--- config.mk ---
export PLATFORM = sky130hd
export DESIGN_NAME = tracker_channel_command_decoder_core
export DESIGN_NICKNAME = d
export VERILOG_FILES = /design/src/rtl/tccd_pkg.sv /design/src/rtl/tccd_state_mem.sv /design/src/rtl/tccd_decode.sv /design/src/rtl/tracker_channel_command_decoder_core.sv
export SDC_FILE = /design/constraint.sdc
export NUM_CORES = 1
export LEC_CHECK = 0
export BUFFER_PORTS_ARGS = -buffer_cell sky130_fd_sc_hd__buf_2
export CAP_MARGIN = 10
export CORE_MARGIN = 2
export CORE_UTILIZATION = 30
export CTS_CLUSTER_SIZE = 16
export DETAILED_ROUTE_END_ITERATION = 16
export GPL_TIMING_DRIVEN = 0
export SETUP_SLACK_MARGIN = 0.05
export SYNTH_ARGS = -nofsm -noshare
export SYNTH_HDL_FRONTEND = slang
export SYNTH_SLANG_ARGS = --single-unit
--- constraint.sdc ---
create_clock -name i_clk -period 5.3 [get_ports i_clk]
set_input_delay 0 -clock i_clk [delete_from_list [all_inputs] [get_ports i_clk]]
set_output_delay 0 -clock i_clk [all_outputs]
set_load 0.02 [all_outputs]
--- src/rtl/tccd_pkg.sv ---
`default_nettype none

package tccd_pkg;

    typedef enum logic [3:0] {
        EV_SAMPLE    = 4'd0,
        EV_VOLUME    = 4'd1,
        EV_REST      = 4'd2,
        EV_ENVELOPE  = 4'd3,
        EV_NOENV     = 4'd4,
        EV_PERIOD    = 4'd5,
        EV_NOTE      = 4'd6,
        EV_ORNAMENT  = 4'd7,
        EV_SLIDE     = 4'd8,
        EV_NOTESLIDE = 4'd9,
        EV_NOISE     = 4'd10,
        EV_TEMPO     = 4'd11,
        EV_TEMPO_ERR = 4'd12
    } t_event_kind;

    // Parse phase of one channel, kept one-hot in the state memory.
    typedef enum logic [3:0] {
        PH_OPCODE  = 4'b0001,
        PH_WORD_LO = 4'b0010,
        PH_WORD_HI = 4'b0100,
        PH_BYTE    = 4'b1000
    } t_phase;

    typedef struct packed {
        t_phase      phase;
        t_event_kind pending;
        logic [7:0]  low_byte;
        logic [3:0]  env_type;
        logic [4:0]  period;
    } t_chan_state;

    typedef struct packed {
        t_event_kind kind;
        logic [15:0] value;
        logic [3:0]  shape;
        logic [1:0]  channel;
        logic        row_end;
        logic [4:0]  row_period;
    } t_event;

    localparam t_chan_state STATE_RESET = '{
        phase:    PH_OPCODE,
        pending:  EV_SAMPLE,
        low_byte: 8'h00,
        env_type: 4'h0,
        period:   5'h00
    };

    localparam logic [7:0] OP_SAMPLE_LAST   = 8'h1F;
    localparam logic [7:0] OP_VOLUME_FIRST  = 8'h20;
    localparam logic [7:0] OP_VOLUME_LAST   = 8'h2F;
    localparam logic [7:0] OP_REST          = 8'h30;
    localparam logic [7:0] OP_ENV_LAST      = 8'h3E;
    localparam logic [7:0] OP_NOENV         = 8'h3F;
    localparam logic [7:0] OP_PERIOD_FIRST  = 8'h40;
    localparam logic [7:0] OP_PERIOD_LAST   = 8'h5F;
    localparam logic [7:0] OP_NOTE_FIRST    = 8'h60;
    localparam logic [7:0] OP_NOTE_LAST     = 8'hCB;
    localparam logic [7:0] OP_ORN_FIRST     = 8'hCC;
    localparam logic [7:0] OP_ORN_LAST      = 8'hEC;
    localparam logic [7:0] OP_SLIDE         = 8'hED;
    localparam logic [7:0] OP_NOTESLIDE     = 8'hEE;
    localparam logic [7:0] OP_NOISE         = 8'hEF;
    localparam logic [7:0] TEMPO_LOWEST     = 8'd3;

endpackage

`default_nettype wire

--- src/rtl/tccd_state_mem.sv ---
`default_nettype none

module tccd_state_mem #(
    parameter int CHANNELS = 3,
    parameter int AW       = 2
) (
    input  wire logic                 i_clk,
    input  wire logic                 i_rst_n,
    input  wire logic                 i_rd_en,
    input  wire logic [AW-1:0]        i_rd_idx,
    input  wire logic                 i_wr_en,
    input  wire logic [AW-1:0]        i_wr_idx,
    input  wire tccd_pkg::t_chan_state i_wr_data,
    output tccd_pkg::t_chan_state     o_rd_data
);

    tccd_pkg::t_chan_state r_mem [CHANNELS];
    logic [CHANNELS-1:0]   r_written;
    tccd_pkg::t_chan_state r_rd_data;
    logic                  r_rd_written;

    always_ff @(posedge i_clk) begin
        if (i_wr_en) begin
            r_mem[i_wr_idx] <= i_wr_data;
        end
    end

    always_ff @(posedge i_clk) begin
        if (!i_rst_n) begin
            r_written <= '0;
        end else if (i_wr_en) begin
            r_written[i_wr_idx] <= 1'b1;
        end
    end

    // A write landing at the same edge as a read of the same entry is
    // forwarded into the read register.
    always_ff @(posedge i_clk) begin
        if (!i_rst_n) begin
            r_rd_written <= 1'b0;
        end else if (i_rd_en) begin
            if (i_wr_en && (i_wr_idx == i_rd_idx)) begin
                r_rd_written <= 1'b1;
            end else begin
                r_rd_written <= r_written[i_rd_idx];
            end
        end
    end

    always_ff @(posedge i_clk) begin
        if (i_rd_en) begin
            if (i_wr_en && (i_wr_idx == i_rd_idx)) begin
                r_rd_data <= i_wr_data;
            end else begin
                r_rd_data <= r_mem[i_rd_idx];
            end
        end
    end

    assign o_rd_data = r_rd_written ? r_rd_data : tccd_pkg::STATE_RESET;

endmodule

`default_nettype wire

--- src/rtl/tccd_decode.sv ---
`default_nettype none

module tccd_decode (
    input  wire logic [7:0]           i_data_byte,
    input  wire logic [1:0]           i_channel,
    input  wire tccd_pkg::t_chan_state i_state,
    output tccd_pkg::t_chan_state     o_state,
    output logic                      o_emit,
    output tccd_pkg::t_event          o_event
);

    logic [7:0] b;
    logic [7:0] diff;
    tccd_pkg::t_event_kind kind;
    logic [15:0] value;
    logic [3:0]  shape;
    logic        row_end;

    assign b = i_data_byte;

    always_comb begin
        o_state = i_state;
        o_emit  = 1'b0;
        kind    = tccd_pkg::EV_SAMPLE;
        value   = 16'h0000;
        shape   = 4'h0;
        row_end = 1'b0;
        diff    = 8'h00;
        case (i_state.phase)
            tccd_pkg::PH_WORD_LO: begin
                o_state.low_byte = b;
                o_state.phase    = tccd_pkg::PH_WORD_HI;
            end
            tccd_pkg::PH_WORD_HI: begin
                o_state.phase = tccd_pkg::PH_OPCODE;
                o_emit        = 1'b1;
                kind          = i_state.pending;
                value         = {b, i_state.low_byte};
                if (i_state.pending == tccd_pkg::EV_ENVELOPE) begin
                    shape = i_state.env_type;
                end
            end
            tccd_pkg::PH_BYTE: begin
                o_state.phase = tccd_pkg::PH_OPCODE;
                o_emit        = 1'b1;
                kind          = i_state.pending;
                value         = {8'h00, b};
                if (i_state.pending == tccd_pkg::EV_TEMPO && b < tccd_pkg::TEMPO_LOWEST) begin
                    kind = tccd_pkg::EV_TEMPO_ERR;
                end
            end
            default: begin
                if (b inside {[8'h00:tccd_pkg::OP_SAMPLE_LAST]}) begin
                    o_emit = 1'b1;
                    kind   = tccd_pkg::EV_SAMPLE;
                    value  = {8'h00, b};
                end else if (b inside {[tccd_pkg::OP_VOLUME_FIRST:tccd_pkg::OP_VOLUME_LAST]}) begin
                    diff   = b - tccd_pkg::OP_VOLUME_FIRST;
                    o_emit = 1'b1;
                    kind   = tccd_pkg::EV_VOLUME;
                    value  = {8'h00, diff};
                end else if (b == tccd_pkg::OP_REST) begin
                    o_state.period = 5'h00;
                    o_emit         = 1'b1;
                    kind           = tccd_pkg::EV_REST;
                    row_end        = 1'b1;
                end else if (b <= tccd_pkg::OP_ENV_LAST) begin
                    // Envelope type is the opcode minus 0x30, i.e. its low nibble.
                    o_state.env_type = b[3:0];
                    o_state.pending  = tccd_pkg::EV_ENVELOPE;
                    o_state.phase    = tccd_pkg::PH_WORD_LO;
                end else if (b == tccd_pkg::OP_NOENV) begin
                    o_emit = 1'b1;
                    kind   = tccd_pkg::EV_NOENV;
                end else if (b <= tccd_pkg::OP_PERIOD_LAST) begin
                    diff           = b - tccd_pkg::OP_PERIOD_FIRST;
                    o_state.period = diff[4:0];
                    o_emit         = 1'b1;
                    kind           = tccd_pkg::EV_PERIOD;
                    value          = {8'h00, diff};
                    row_end        = 1'b1;
                end else if (b <= tccd_pkg::OP_NOTE_LAST) begin
                    diff           = b - tccd_pkg::OP_NOTE_FIRST;
                    o_state.period = 5'h00;
                    o_emit         = 1'b1;
                    kind           = tccd_pkg::EV_NOTE;
                    value          = {8'h00, diff};
                    row_end        = 1'b1;
                end else if (b <= tccd_pkg::OP_ORN_LAST) begin
                    diff   = b - tccd_pkg::OP_ORN_FIRST;
                    o_emit = 1'b1;
                    kind   = tccd_pkg::EV_ORNAMENT;
                    value  = {8'h00, diff};
                end else if (b == tccd_pkg::OP_SLIDE) begin
                    o_state.pending = tccd_pkg::EV_SLIDE;
                    o_state.phase   = tccd_pkg::PH_WORD_LO;
                end else begin
                    if (b == tccd_pkg::OP_NOTESLIDE) begin
                        o_state.pending = tccd_pkg::EV_NOTESLIDE;
                    end else if (b == tccd_pkg::OP_NOISE) begin
                        o_state.pending = tccd_pkg::EV_NOISE;
                    end else begin
                        o_state.pending = tccd_pkg::EV_TEMPO;
                    end
                    o_state.phase = tccd_pkg::PH_BYTE;
                end
            end
        endcase
    end

    always_comb begin
        o_event.kind       = kind;
        o_event.value      = value;
        o_event.shape      = shape;
        o_event.channel    = i_channel;
        o_event.row_end    = row_end;
        o_event.row_period = o_state.period;
    end

endmodule

`default_nettype wire

--- src/rtl/tracker_channel_command_decoder_core.sv ---
`default_nettype none

// Per-channel decoder for tracker pattern command bytes. One byte is taken
// every cycle unless the input stalls, from any mix of channels. If the byte
// completes a command, its event passes from the decode stage to the output
// register. The accepting edge also loads the read register of the channel
// state memory. The edge on which the decode stage advances writes the decoded
// event into the output register and writes the updated channel state back.
// Consecutive bytes of the same channel are served by forwarding the write-back
// into the read register, so the rate stays at one byte per cycle while no
// stall holds the flow. The input stalls only when a byte waits in the decode
// stage while the output register holds a stalled event. Bytes tagged with a
// channel outside the configured count are consumed without any effect.
module tracker_channel_command_decoder_core #(
    parameter int CHANNELS = 3
) (
    input  wire logic        i_clk,
    input  wire logic        i_rst_n,
    input  wire logic        i_valid,
    output logic             o_stall,
    input  wire logic [7:0]  i_data_byte,
    input  wire logic [1:0]  i_channel,
    output logic             o_valid,
    input  wire logic        i_stall,
    output logic [3:0]       o_event_kind,
    output logic [15:0]      o_event_value,
    output logic [3:0]       o_envelope_shape,
    output logic [1:0]       o_event_channel,
    output logic             o_row_end,
    output logic [4:0]       o_row_period
);

    localparam int AW = (CHANNELS > 1) ? $clog2(CHANNELS) : 1;

    logic                  r_s1_valid;
    logic                  r_s1_in_range;
    logic [7:0]            r_s1_byte;
    logic [1:0]            r_s1_channel;
    logic                  r_out_valid;
    tccd_pkg::t_event      r_out_event;

    logic                  advance;
    logic                  in_accept;
    logic                  in_range;
    logic                  wr_en;
    logic [AW-1:0]         rd_idx;
    logic [AW-1:0]         wr_idx;
    tccd_pkg::t_chan_state cur_state;
    tccd_pkg::t_chan_state next_state;
    logic                  dec_emit;
    tccd_pkg::t_event      dec_event;

    assign advance   = !r_out_valid || !i_stall;
    assign o_stall   = r_s1_valid && !advance;
    assign in_accept = i_valid && !o_stall;
    assign in_range  = 32'(i_channel) < CHANNELS;
    assign rd_idx    = AW'(i_channel);
    assign wr_idx    = AW'(r_s1_channel);
    assign wr_en     = r_s1_valid && r_s1_in_range && advance;

    tccd_state_mem #(
        .CHANNELS (CHANNELS),
        .AW       (AW)
    ) u_state_mem (
        .i_clk     (i_clk),
        .i_rst_n   (i_rst_n),
        .i_rd_en   (in_accept && in_range),
        .i_rd_idx  (rd_idx),
        .i_wr_en   (wr_en),
        .i_wr_idx  (wr_idx),
        .i_wr_data (next_state),
        .o_rd_data (cur_state)
    );

    tccd_decode u_decode (
        .i_data_byte (r_s1_byte),
        .i_channel   (r_s1_channel),
        .i_state     (cur_state),
        .o_state     (next_state),
        .o_emit      (dec_emit),
        .o_event     (dec_event)
    );

    always_ff @(posedge i_clk) begin
        if (!i_rst_n) begin
            r_s1_valid <= 1'b0;
        end else if (in_accept) begin
            r_s1_valid <= 1'b1;
        end else if (advance) begin
            r_s1_valid <= 1'b0;
        end
    end

    always_ff @(posedge i_clk) begin
        if (in_accept) begin
            r_s1_in_range <= in_range;
            r_s1_byte     <= i_data_byte;
            r_s1_channel  <= i_channel;
        end
    end

    always_ff @(posedge i_clk) begin
        if (!i_rst_n) begin
            r_out_valid <= 1'b0;
        end else if (advance) begin
            r_out_valid <= r_s1_valid && r_s1_in_range && dec_emit;
        end
    end

    always_ff @(posedge i_clk) begin
        if (advance) begin
            r_out_event <= dec_event;
        end
    end

    assign o_valid          = r_out_valid;
    assign o_event_kind     = r_out_event.kind;
    assign o_event_value    = r_out_event.value;
    assign o_envelope_shape = r_out_event.shape;
    assign o_event_channel  = r_out_event.channel;
    assign o_row_end        = r_out_event.row_end;
    assign o_row_period     = r_out_event.row_period;

    a_reset_clears_out: assert property (@(posedge i_clk)
        !i_rst_n |=> !o_valid)
        else $error("output valid set right after reset");

    a_row_end_kind: assert property (@(posedge i_clk) disable iff (!i_rst_n)
        (o_valid && o_row_end) |->
            (o_event_kind == tccd_pkg::EV_REST || o_event_kind == tccd_pkg::EV_NOTE
             || o_event_kind == tccd_pkg::EV_PERIOD))
        else $error("row end on an event that does not close a row");

    a_shape_only_envelope: assert property (@(posedge i_clk) disable iff (!i_rst_n)
        (o_valid && o_envelope_shape != 4'h0) |-> (o_event_kind == tccd_pkg::EV_ENVELOPE))
        else $error("envelope shape on a non-envelope event");

    a_stall_needs_item: assert property (@(posedge i_clk) disable iff (!i_rst_n)
        o_stall |-> (r_s1_valid && r_out_valid && i_stall))
        else $error("input stalled without a blocked transaction");

endmodule

`default_nettype wire

; Word-level counts from Yosys, hierarchy flattened
; Memory sizes are Yosys's and may differ from the RTL's. A register that Yosys moved wholly into a read port is not among the register bits.
; Index checks and enable logic that the tools add are counted.
[totals]
memories = 1
ramBits = 75
in_bits = 14
elab_cells = 131
output_inout_bits = 34
ff_bits = 49
[op_classes]
n_bitwise = 1
n_reduce_logical = 21
add_sub_neg = 4
n_eq_ne = 11
n_mux = 67
magnitude_cmp = 13
[mem_list]
columns = memory, depth, width, rd, rd_clocked_by_memory_dff, write_ports, line_no
row1 = u_state_mem.r_mem, 3, 25, 1, 1, 1, tccd_state_mem.sv:17  ; tccd_pkg::t_chan_state r_mem [CHANNELS];
[ops]
columns = operator, count
row1 = $mux 16, 7
row2 = $mux 8, 11
row3 = $pmux 16 s3, 1
row4 = $mux 4, 11
row5 = $mux 9, 3
row6 = $mux 25, 1
row7 = $mux 5, 5
row8 = $eq 8x8->1 const B, 3
row9 = $mux 1, 21
row10 = $eq 8x6->1 const B, 2
row11 = $le 8x6->1 const B, 2
row12 = $le 8x8->1 const B, 2
row13 = $sub 8x7->8 const B, 2
row14 = $pmux 4 s3, 1
row15 = $logic_and 1x1->1, 11
row16 = $eq 4x2->1 const B, 2
row17 = $eq 4x4->1 const B, 2
row18 = $ge 8x1->1 const B, 1
row19 = $ge 8x6->1 const B, 1
row20 = $le 8x5->1 const B, 1
row21 = $le 8x7->1 const B, 1
row22 = $lt 8x2->1 const B, 1
row23 = $pmux 4 s2, 1
row24 = $sub 8x6->8 const B, 1
row25 = other kinds (19), 23

; Logic depth before layout (Yosys ltp)
; Gate-level depths: netlist of the first run.
[logic_depth]
word_depth = 13
depth_mapped = 12

; By module
; Synthesis of the first run repeated with hierarchy kept, for this count alone.
[hier_totals]
cells_unflattened = 553
hier_area_um2 = 7427.1
[by_module_without_submodules]
columns = mod, seq_area_each_um2, cells_each, n_inst, area_each_um2
row1 = tccd_state_mem, 3083.0, 257, 1, 4272.8
row2 = tccd_decode, 0.0, 242, 1, 1761.7
row3 = tracker_channel_command_decoder_core, 1331.3, 54, 1, 1392.6

; Worst setup path after synthesis of the first run
; No wires, ideal clock.
[synth_timing]
path_kind = flip-flop to flip-flop
startpoint = reg r_out_valid, in the netlist o_valid
endpoint = mem u_state_mem.r_mem[2][0] (netlist name), enable pin
setup_time_ns = 0.446
arrival_ns = 3.401
path_slack_ns = 1.452
period_less_slack_ns = 3.848
path_stages_with_launch = 4
path_cell_list = dfxtp_1 -> nand2_1 -> nand3_1 -> nor3b_1
[synth_between]
elab_chain_len = 5
[synth_rtl]
columns = element, line_no
row1 = start: declaration, tracker_channel_command_decoder_core.sv:39  ; logic r_out_valid;
row2 = start signal: assignment, tracker_channel_command_decoder_core.sv:106  ; r_out_valid <= r_s1_valid && r_s1_in_range && dec_emit;
row3 = $logic_not 1->1, tracker_channel_command_decoder_core.sv:53  ; assign advance = !r_out_valid || !i_stall;
row4 = $logic_or 1x1->1, tracker_channel_command_decoder_core.sv:53
row5 = via advance, tracker_channel_command_decoder_core.sv:42  ; logic advance;
row6 = $logic_and 1x1->1, tracker_channel_command_decoder_core.sv:59  ; assign wr_en = r_s1_valid && r_s1_in_range && advance;
row7 = $mux 1, tccd_state_mem.sv:23  ; if (i_wr_en) begin
row8 = $mux 1 (not written as such), tccd_state_mem.sv:24  ; r_mem[i_wr_idx] <= i_wr_data;
row9 = end: declaration, tccd_state_mem.sv:17
; The timed path passes the listed nets, and every way through them passes these cells.

; Final worst setup path of the first run
[layout_timing]
startpoint = reg r_out_valid, in the netlist o_valid
endpoint = reg u_state_mem.r_rd_data[24] (netlist name)
[layout_between]
elab_chain_len = 7
[layout_rtl]
columns = element, line_no
row1 = $logic_not 1->1, tracker_channel_command_decoder_core.sv:53
row2 = $logic_or 1x1->1, tracker_channel_command_decoder_core.sv:53
row3 = via advance, tracker_channel_command_decoder_core.sv:42
row4 = $logic_not 1->1, tracker_channel_command_decoder_core.sv:54  ; assign o_stall = r_s1_valid && !advance;
row5 = $logic_and 1x1->1, tracker_channel_command_decoder_core.sv:54
row6 = $logic_not 1->1, tracker_channel_command_decoder_core.sv:55  ; assign in_accept = i_valid && !o_stall;
row7 = $logic_and 1x1->1, tracker_channel_command_decoder_core.sv:55
row8 = $logic_and 1x1->1, tracker_channel_command_decoder_core.sv:67  ; .i_rd_en (in_accept && in_range),
; The timed path passes the listed nets, and every way through them passes these cells.
; A chain may end at the register's enable or synchronous reset.

==> reports/qor.log, run 1 <==
qor: sta.worst_clock_skew 0.0102 ns
qor: drt.drcViolationCount 0
qor: setup_path.critical_path_class flop to flop
qor: floorplan.rows 56
qor: drt.wl 18100 um
qor: setup_path.arrival 3.70 ns
qor: clocking.clk_root_buffer_cell sky130_fd_sc_hd__clkbuf_16
qor: sta.holdWs 0.283 ns
qor: pwr.worst_vdd_rail_ir_drop 0.000246 V
qor: status.run_status completed
qor: global_routing.grt_start_max_net_pins 34
qor: setup_path.crit_path_cell_trace nand2_2 -> nand3_1 -> nor3_1 -> clkbuf_1 -> nand2_1 -> o22ai_1
qor: finish.antenna-diode-count 0
qor: pwr.static_leak 3.14 nW
qor: drt.drtIter0Drc 422
qor: pwr.net_load_switching_power 0.693 mW
qor: pwr.power.share.sequential 47.9%
qor: synth.synth.ff_latch_count 149
qor: synth.ys.warnings.count 0
qor: global_routing.gr-usage-all-layers 15.3%
qor: finish.fin_nets 695
qor: setup_path.cp-end-kind flop
qor: clocking.numClockSinks 149
qor: pwr.internal_power 2.17 mW
qor: synth.post_synth_main_area_contributors sky130_fd_sc_hd__edfxtp_1 60%, sky130_fd_sc_hd__nand2_1 3.7%, sky130_fd_sc_hd__mux2i_1 3.7%, sky130_fd_sc_hd__o21ai_0 2.7%, sky130_fd_sc_hd__a21oi_1 2.5%
qor: floorplan.core_area 23300 sq um
qor: drt.detail_route.vias_per_cell 5.06
qor: setup_path.top_fanout_value_on_the_critical_path 33
qor: floorplan.num_io_pins 48
qor: clocking.cts_repair_resize_count 0
qor: sta.rsz0062_at_grt no
qor: placed_design.dp_cells 952
qor: sta.final_critical_path_share_of_the_clock_period 64.8%
qor: synth.synth.avg_cell_area 12.3 sq um
qor: drt.residual_antenna_violating_net_count_after_detailed_routing 0
qor: sta.timing_max_transition_violations_final 0
qor: clocking.numCtsBuffers 17
qor: global_routing.number_of_antenna_violations_at_the_first_check_in_global_routing 0
qor: setup_path.endpoint u_state_mem.r_rd_data[24]
qor: floorplan.initial_core_util 30.5%
qor: floorplan.die_h 158 um
qor: finish.flow.area_growth_from_synthesis 21.0%
qor: sta.clock.fmax 0.291 GHz
qor: finish.final_cell_count_no_fill 1001
qor: worst_hold_path.hold_class input port to flop
qor: setup_path.crit_path_start_kind flop
qor: global_routing.grt_overflow_total 0
qor: setup_path.required 5.56 ns
qor: sta.worstMarginPinSlew 0.994 ns
qor: pwr.switching_share 24.2%
qor: synth.synth_area_leader_cell sky130_fd_sc_hd__edfxtp_1
qor: pwr.power.density_cell_area 333 nW/um^2
qor: clocking.cts_htree_levels 4
qor: synth.synth_edf_count 143
qor: floorplan.die_x 158 um
qor: drt.detail_route.first_pass.iterations 5
qor: setup_path.ff2ff_setup_slack 1.86 ns
qor: sta.max_slew_margin 33.2%
qor: synth.synth_sequential_area_ratio 62.1%
qor: synth.yosys.cell_count.top_type sky130_fd_sc_hd__edfxtp_1
qor: setup_path.crit_path_top_delay_cell sky130_fd_sc_hd__nor3_1
qor: run.max_cap_violations 0
qor: placed_design.routabilityCongestion 0.901
qor: sta.setup_viol_count_final 0
qor: setup_path.cp_top_family simple AND/OR/NAND/NOR gates
qor: setup_path.critical-path-max-stage-delay 0.89 ns
qor: synth.asyncSetResetFlopFracSynth 0%
qor: synth.yosys_cell_types 74
qor: setup_path.cp.buffers_inverters 1
qor: placed_design.port_buffers 47
qor: setup_path.regToRegEndpoint u_state_mem.r_rd_data[24]
qor: drt.via_count 5067
qor: pwr.clkPwrFrac 41.8%
qor: synth.most_frequent_cells_after_synthesis 143 x sky130_fd_sc_hd__edfxtp_1, 70 x sky130_fd_sc_hd__nand2_1, 44 x sky130_fd_sc_hd__nor2_1
qor: setup_path.critical_path_cell_count 6
qor: sta.finalHoldViolCount 0
qor: setup_path.r2r_start o_valid
qor: global_routing.vias_in_the_first_global_route 5013
qor: synth.synth_top_cell_area_share 60.4%
qor: finish.layout-drive-gt1-share 19.2%
qor: setup_path.crit_path_start o_valid
qor: synth.postSynthCellCount 580
qor: setup_path.r2r_cells 6
qor: synth.syn-num-nets 606
qor: synth.synth_top_flop_cell sky130_fd_sc_hd__edfxtp_1
qor: placed_design.place_hpwl 12500 um
qor: synth.syn_area 7110 sq um
qor: global_routing.first_pass_grt_wire_length 28300 um
qor: sta.post-route-min-period 3.44 ns
qor: floorplan.die_area 24900 sq um
qor: clocking.cts.clk_slew.worst_paths 0.06 ns
qor: clocking.tritoncts done
qor: clocking.clk-insertion-delay-late 0.43 ns
qor: pwr.fraction_of_power_consumed_by_combinational_cells 10.3%
qor: drt.drt-wirelength-per-cell 18.1 um
qor: sta.fin_setup_tns 0 ns
qor: clocking.clock_tree.buffer_depth 2
## flip-flops by register name, indices dropped and copies added, names as in the netlist, 3 cells and up
signal and count:
o_event_value 16, u_state_mem.r_rd_data 25, o_event_kind 4, u_state_mem.r_written 3, o_row_period 5, r_s1_byte 8
u_state_mem.r_mem 75, o_envelope_shape 4
## per-stage QoR
| step | setup WS [ns] | total power [mW] | area (sq um) | util (%) |
|---|---|---|---|---|
| finish | 1.86 | 2.86 | 8600 | 36.9 |
| global route | 1.69 | 2.96 | 8600 | 36.9 |
| CTS | 1.87 | 2.87 | 8570 | 36.7 |
| detailed placement | 1.89 | 1.68 | 7830 | 33.5 |
| floorplan | 1.45 | 1.58 | 7110 | - |
| global placement | -0.493 | 1.67 | 7740 | 33.2 |
## final cells by class
| cell class | count | area [sq um] |
|---|---|---|
| fillers | 2239 | 14700 |
| flip-flops and latches | 149 | 4410 |
| multi-input cells | 387 | 2490 |
| repair buffers | 70 | 490 |
| clock buffers | 21 | 460 |
| well taps | 319 | 399 |
| plain buffers | 36 | 189 |
| clock inverters | 11 | 125 |
| inverters | 8 | 30.0 |
## per-layer routing
layer | up-vias | wire (um) | part of all wire, % | GRT usage, %
li1 | 2382 | - | - | -
met1 | 2476 | 8110 | 45 | 19.9
met2 | 176 | 8370 | 46 | 24.0
met3 | 33 | 1220 | 6.7 | 4.30
met4 | 0 | 406 | 2.2 | 6.36
met5 | - | 0 | 0 | 0
## how the worst min path moves through the flow
stage                               from      endpoint  cells past startpoint
final                     i_data_byte[7]  r_s1_byte[7]                      2
after CTS                 i_data_byte[4]  r_s1_byte[4]                      2
after floorplan           i_data_byte[0]  r_s1_byte[0]                      0
after detailed placement  i_data_byte[4]  r_s1_byte[4]                      1
after global routing      i_data_byte[5]  r_s1_byte[5]                      2
after global placement    i_data_byte[0]  r_s1_byte[0]                      1
## placed cells by master (no fill, tap or decap), types with 6 or more instances in the layout
master and count:
sky130_fd_sc_hd__buf_2 62, sky130_fd_sc_hd__edfxtp_1 143, sky130_fd_sc_hd__nand4_1 7, sky130_fd_sc_hd__nand3_1 21, sky130_fd_sc_hd__dlygate4sd3_1 16, sky130_fd_sc_hd__clkbuf_1 14, sky130_fd_sc_hd__inv_1 8, sky130_fd_sc_hd__clkbuf_16 17
sky130_fd_sc_hd__and2_1 10, sky130_fd_sc_hd__mux2i_1 26, sky130_fd_sc_hd__and3_1 6, sky130_fd_sc_hd__ha_1 12, sky130_fd_sc_hd__a21oi_1 35, sky130_fd_sc_hd__o21ai_0 38, sky130_fd_sc_hd__a31oi_1 8, sky130_fd_sc_hd__xor2_1 6
sky130_fd_sc_hd__o22ai_1 12, sky130_fd_sc_hd__nor2_1 44, sky130_fd_sc_hd__buf_6 8, sky130_fd_sc_hd__o21ai_1 6, sky130_fd_sc_hd__dfxtp_1 6, sky130_fd_sc_hd__nand2_1 69
## repair_timing
| action | 4_1_cts | 5_1_grt |
|---|---|---|
| endpoints found under the hold margin | 16 | 0 |
| hold buffers | 16 | 0 |
| setup buffers | 0 | 0 |
## power by group through the flow
stage	Clock, mW	Sequential (mW)	Combinational (mW)
floorplan	0	1.42	0.160
global placement	0	1.40	0.275
detailed placement	0	1.39	0.281
CTS	1.21	1.37	0.291
global route	1.26	1.38	0.322
finish	1.20	1.37	0.296
## logic make-up after synthesis
group	Yosys count	share of synthesized area [%]
XOR/XNOR	6	0.739
adder cells (fa/ha/maj)	12	2.11
buffers and inverters	44	3.08
AO/OA/AOI/OAI	151	14.7
AND/OR/NAND/NOR	190	13.3
flip-flops	149	62.1
multiplexers	28	3.98
Power figures use the tool's default switching activity.
==> run 2, diff against run 1 <==
==> constraint.sdc (replaced) <==
create_clock -name i_clk -period 3 [get_ports i_clk]
set_input_delay 0 -clock i_clk [delete_from_list [all_inputs] [get_ports i_clk]]
set_output_delay 0 -clock i_clk [all_outputs]
set_load 0.02 [all_outputs]
==> reports/qor.log, run 2 (synthesized netlist as in run 1, its figures left out) <==
qor: drt.wl 18700 um [+3.2%]
qor: global_routing.number_of_antenna_violations_at_the_first_check_in_global_routing 0 [unchanged]
qor: worst_hold_path.hold_path_depth 2 [unchanged]
qor: run.max_cap_violations 0 [unchanged]
qor: sta.post-route-worst-setup-slack 0.170 ns [-1.69 ns]
qor: setup_path.cp-end-kind flop
qor: finish.final_common_cell sky130_fd_sc_hd__edfxtp_1
qor: drt.via_count 5110 [+0.85%]
qor: pwr.total_power 5.14 mW [+79%]
qor: setup_path.crit_path_start_kind flop
qor: finish.registers.top_by_ff_count u_state_mem.r_mem
qor: setup_path.r2r_start r_s1_byte[7]
qor: sta.max_slew_margin 30.1% [-3.1 points]
qor: sta.post-route-min-period 2.83 ns [-0.605 ns]
qor: placed_design.place_hpwl 12700 um [+1.3%]
qor: finish.fin_nets 701 [+0.86%]
qor: placed_design.post-place-ws -0.604 ns [-2.49 ns]
qor: floorplan.num_io_pins 48 [unchanged]
qor: global_routing.grt_overflow_total 0 [unchanged]
qor: sta.clock.fmax 0.353 GHz [+21%]
qor: worst_hold_path.hold_class input port to flop
qor: floorplan.rows 56 [unchanged]
qor: sta.rsz0062_at_grt yes
qor: finish.area.sequential 4410 sq um [unchanged]
qor: sta.finalHoldViolCount 0 [unchanged]
qor: clocking.clk-insertion-delay-late 0.44 ns [about the same]
qor: global_routing.grt_start_max_net_pins 34 [unchanged]
qor: drt.detail_route.first_pass.iterations 5 [unchanged]
qor: clocking.tritoncts done
qor: setup_path.required 3.30 ns [-2.26 ns]
qor: placed_design.port_buffers 47 [unchanged]
qor: setup_path.regToRegEndpoint u_state_mem.r_rd_data[1]
qor: sta.worst_clock_skew 0.0124 ns [+0.00213 ns]
qor: clocking.numCtsBuffers 17 [unchanged]
qor: placed_design.routabilityCongestion 0.874 [-3.1%]
qor: setup_path.top_fanout_value_on_the_critical_path 10 [-70%]
qor: sta.timing_max_transition_violations_final 0 [unchanged]
qor: sta.holdWs 0.285 ns [+0.00200 ns]
qor: global_routing.vias_in_the_first_global_route 4948 [-1.3%]
qor: drt.detail_route.vias_per_cell 5.07 [+0.25%]
qor: clocking.clk_root_buffer_cell sky130_fd_sc_hd__clkbuf_16
qor: setup_path.arrival 3.13 ns [-0.57 ns]
qor: clocking.numClockSinks 149 [unchanged]
qor: floorplan.die_x 158 um [unchanged]
qor: drt.drt-wirelength-per-cell 18.6 um [+2.6%]
qor: setup_path.r2r_cells 11 [+5]
qor: floorplan.core_area 23300 sq um [unchanged]
qor: worst_hold_path.hp-start i_data_byte[7]
qor: status.run_status completed
qor: drt.drcViolationCount 0 [unchanged]
qor: floorplan.die_h 158 um [unchanged]
qor: clocking.cts_htree_levels 4 [unchanged]
qor: finish.multi_input_comb_area 2630 sq um [+5.4%]
qor: finish.largest_reg_flops 75 [unchanged]
qor: clocking.cts.clk_slew.worst_paths 0.06 ns [about the same]
qor: setup_path.ff2ff_setup_slack 0.17 ns [-1.69 ns]
qor: floorplan.die_area 24900 sq um [unchanged]
qor: pwr.static_leak 3.21 nW [+2.3%]
qor: global_routing.gr-usage-all-layers 15.6% [+0.25 points]
qor: sta.final_critical_path_share_of_the_clock_period 94.3% [+30 points]
qor: floorplan.initial_core_util 30.5% [unchanged]
qor: drt.drtIter0Drc 449 [+6.4%]
qor: finish.antenna-diode-count 0 [unchanged]
qor: global_routing.first_pass_grt_wire_length 28600 um [+1.1%]
qor: sta.worstMarginPinSlew 1.05 ns [+0.0530 ns]
qor: finish.layout-drive-gt1-share 23.4% [+4.2 points]
qor: worst_hold_path.whs_endpoint r_s1_byte[7]
qor: finish.fillerInstances 2215 [-1.1%]
qor: pwr.power.density_cell_area 584 nW/um^2 [+75%]
qor: setup_path.critical_path_class flop to flop
qor: sta.setup_viol_count_final 0 [unchanged]
qor: pwr.worst_vdd_rail_ir_drop 0.000423 V [+72%]
qor: drt.residual_antenna_violating_net_count_after_detailed_routing 0 [unchanged]
qor: finish.layout_common_cells 143 x sky130_fd_sc_hd__edfxtp_1, 69 x sky130_fd_sc_hd__nand2_1, 61 x sky130_fd_sc_hd__buf_2
qor: clocking.clock_tree.buffer_depth 2 [unchanged]
qor: finish.flow.area_growth_from_synthesis 23.7%
run 2: changes by cell type in the layout (fill, tap and decap cells not counted), moves of 3 or more:
cell                       before  now
sky130_fd_sc_hd__o21ai_2        0    4
sky130_fd_sc_hd__buf_8          1    4
sky130_fd_sc_hd__o22ai_1       12    9
sky130_fd_sc_hd__buf_6          8    3
sky130_fd_sc_hd__clkbuf_1      14   10
sky130_fd_sc_hd__o22ai_2        0    3
sky130_fd_sc_hd__buf_4          2   13
sky130_fd_sc_hd__o21ai_0       38   35
run 2: cell type report:
cell class | count | share of cell area (%)
buffer | 36 | 2.25
clock buffer | 17 | 4.84
clock inverter | 15 | 1.91
inverter | 8 | 0.384
multi-input combinational | 387 | 29.9
sequential | 149 | 50.2
tap | 319 | 4.54
timing repair buffer | 76 | 6.03
run 2: repair_timing:
item	4_1_cts	5_1_grt
pin swaps	1	3
setup endpoints to repair	70	65
hold buffers	14	0
hold endpoints to repair	16	0
setup buffers	5	6
resized for setup	6	28
run 2: report_power, final:
part           leakage (nW)  switching [mW]  internal, mW  total (mW)
logic                  1.47           0.366         0.200       0.566
clock network         0.287           0.909          1.25        2.15
registers              1.46          0.0337          2.38        2.42
total                  3.21            1.31          3.83        5.14
run 2: critical path: stages, from the launching register on:
cell and delay [ns]:
sky130_fd_sc_hd__edfxtp_1 0.37, sky130_fd_sc_hd__buf_6 0.16, sky130_fd_sc_hd__clkinvlp_4 0.15, sky130_fd_sc_hd__ha_1 0.20, sky130_fd_sc_hd__buf_2 0.21, sky130_fd_sc_hd__and4bb_2 0.30, sky130_fd_sc_hd__o2bb2ai_2 0.18, sky130_fd_sc_hd__a211oi_4 0.31
sky130_fd_sc_hd__buf_4 0.17, sky130_fd_sc_hd__nand3_1 0.12, sky130_fd_sc_hd__o21ai_1 0.28, sky130_fd_sc_hd__mux2_2 0.23
run 2: worst max-delay path by stage:
stage / startpoint / end / slack [ns] / cells past startpoint
after floorplan: o_valid / u_state_mem.r_mem[2][0] / -0.02 / 3
after detailed placement: o_valid / u_state_mem.r_rd_data[1] / -0.60 / 5
after global routing: r_s1_byte[7] / u_state_mem.r_rd_data[1] / 0.04 / 10
after CTS: o_valid / u_state_mem.r_rd_data[1] / 0.03 / 5
final: r_s1_byte[7] / u_state_mem.r_rd_data[1] / 0.17 / 11
after global placement: o_valid / u_state_mem.r_mem[1][22] / -1.35 / 3
run 2: per-layer routing:
metal  global-route usage [%]  routed length, um  vias up
met3                     3.81               1030       24
met1                     21.3               8590     2510
met5                        0                  0        -
met2                     24.2               8790      184
met4                     5.11                272        0
li1                         -                  -     2392
run 2: per-stage QoR:
step,setup TNS (ns),utilization [%],cell area [sq um],std cells
5_1_grt,0,37.7,8790,1007
3_5_place_dp,-11.48,33.6,7840,949
2_1_floorplan,-0.455,-,7120,580
6_report,0,37.7,8790,1007
3_3_place_gp,-125.12,33.2,7760,946
4_1_cts,0,37.0,8640,1000
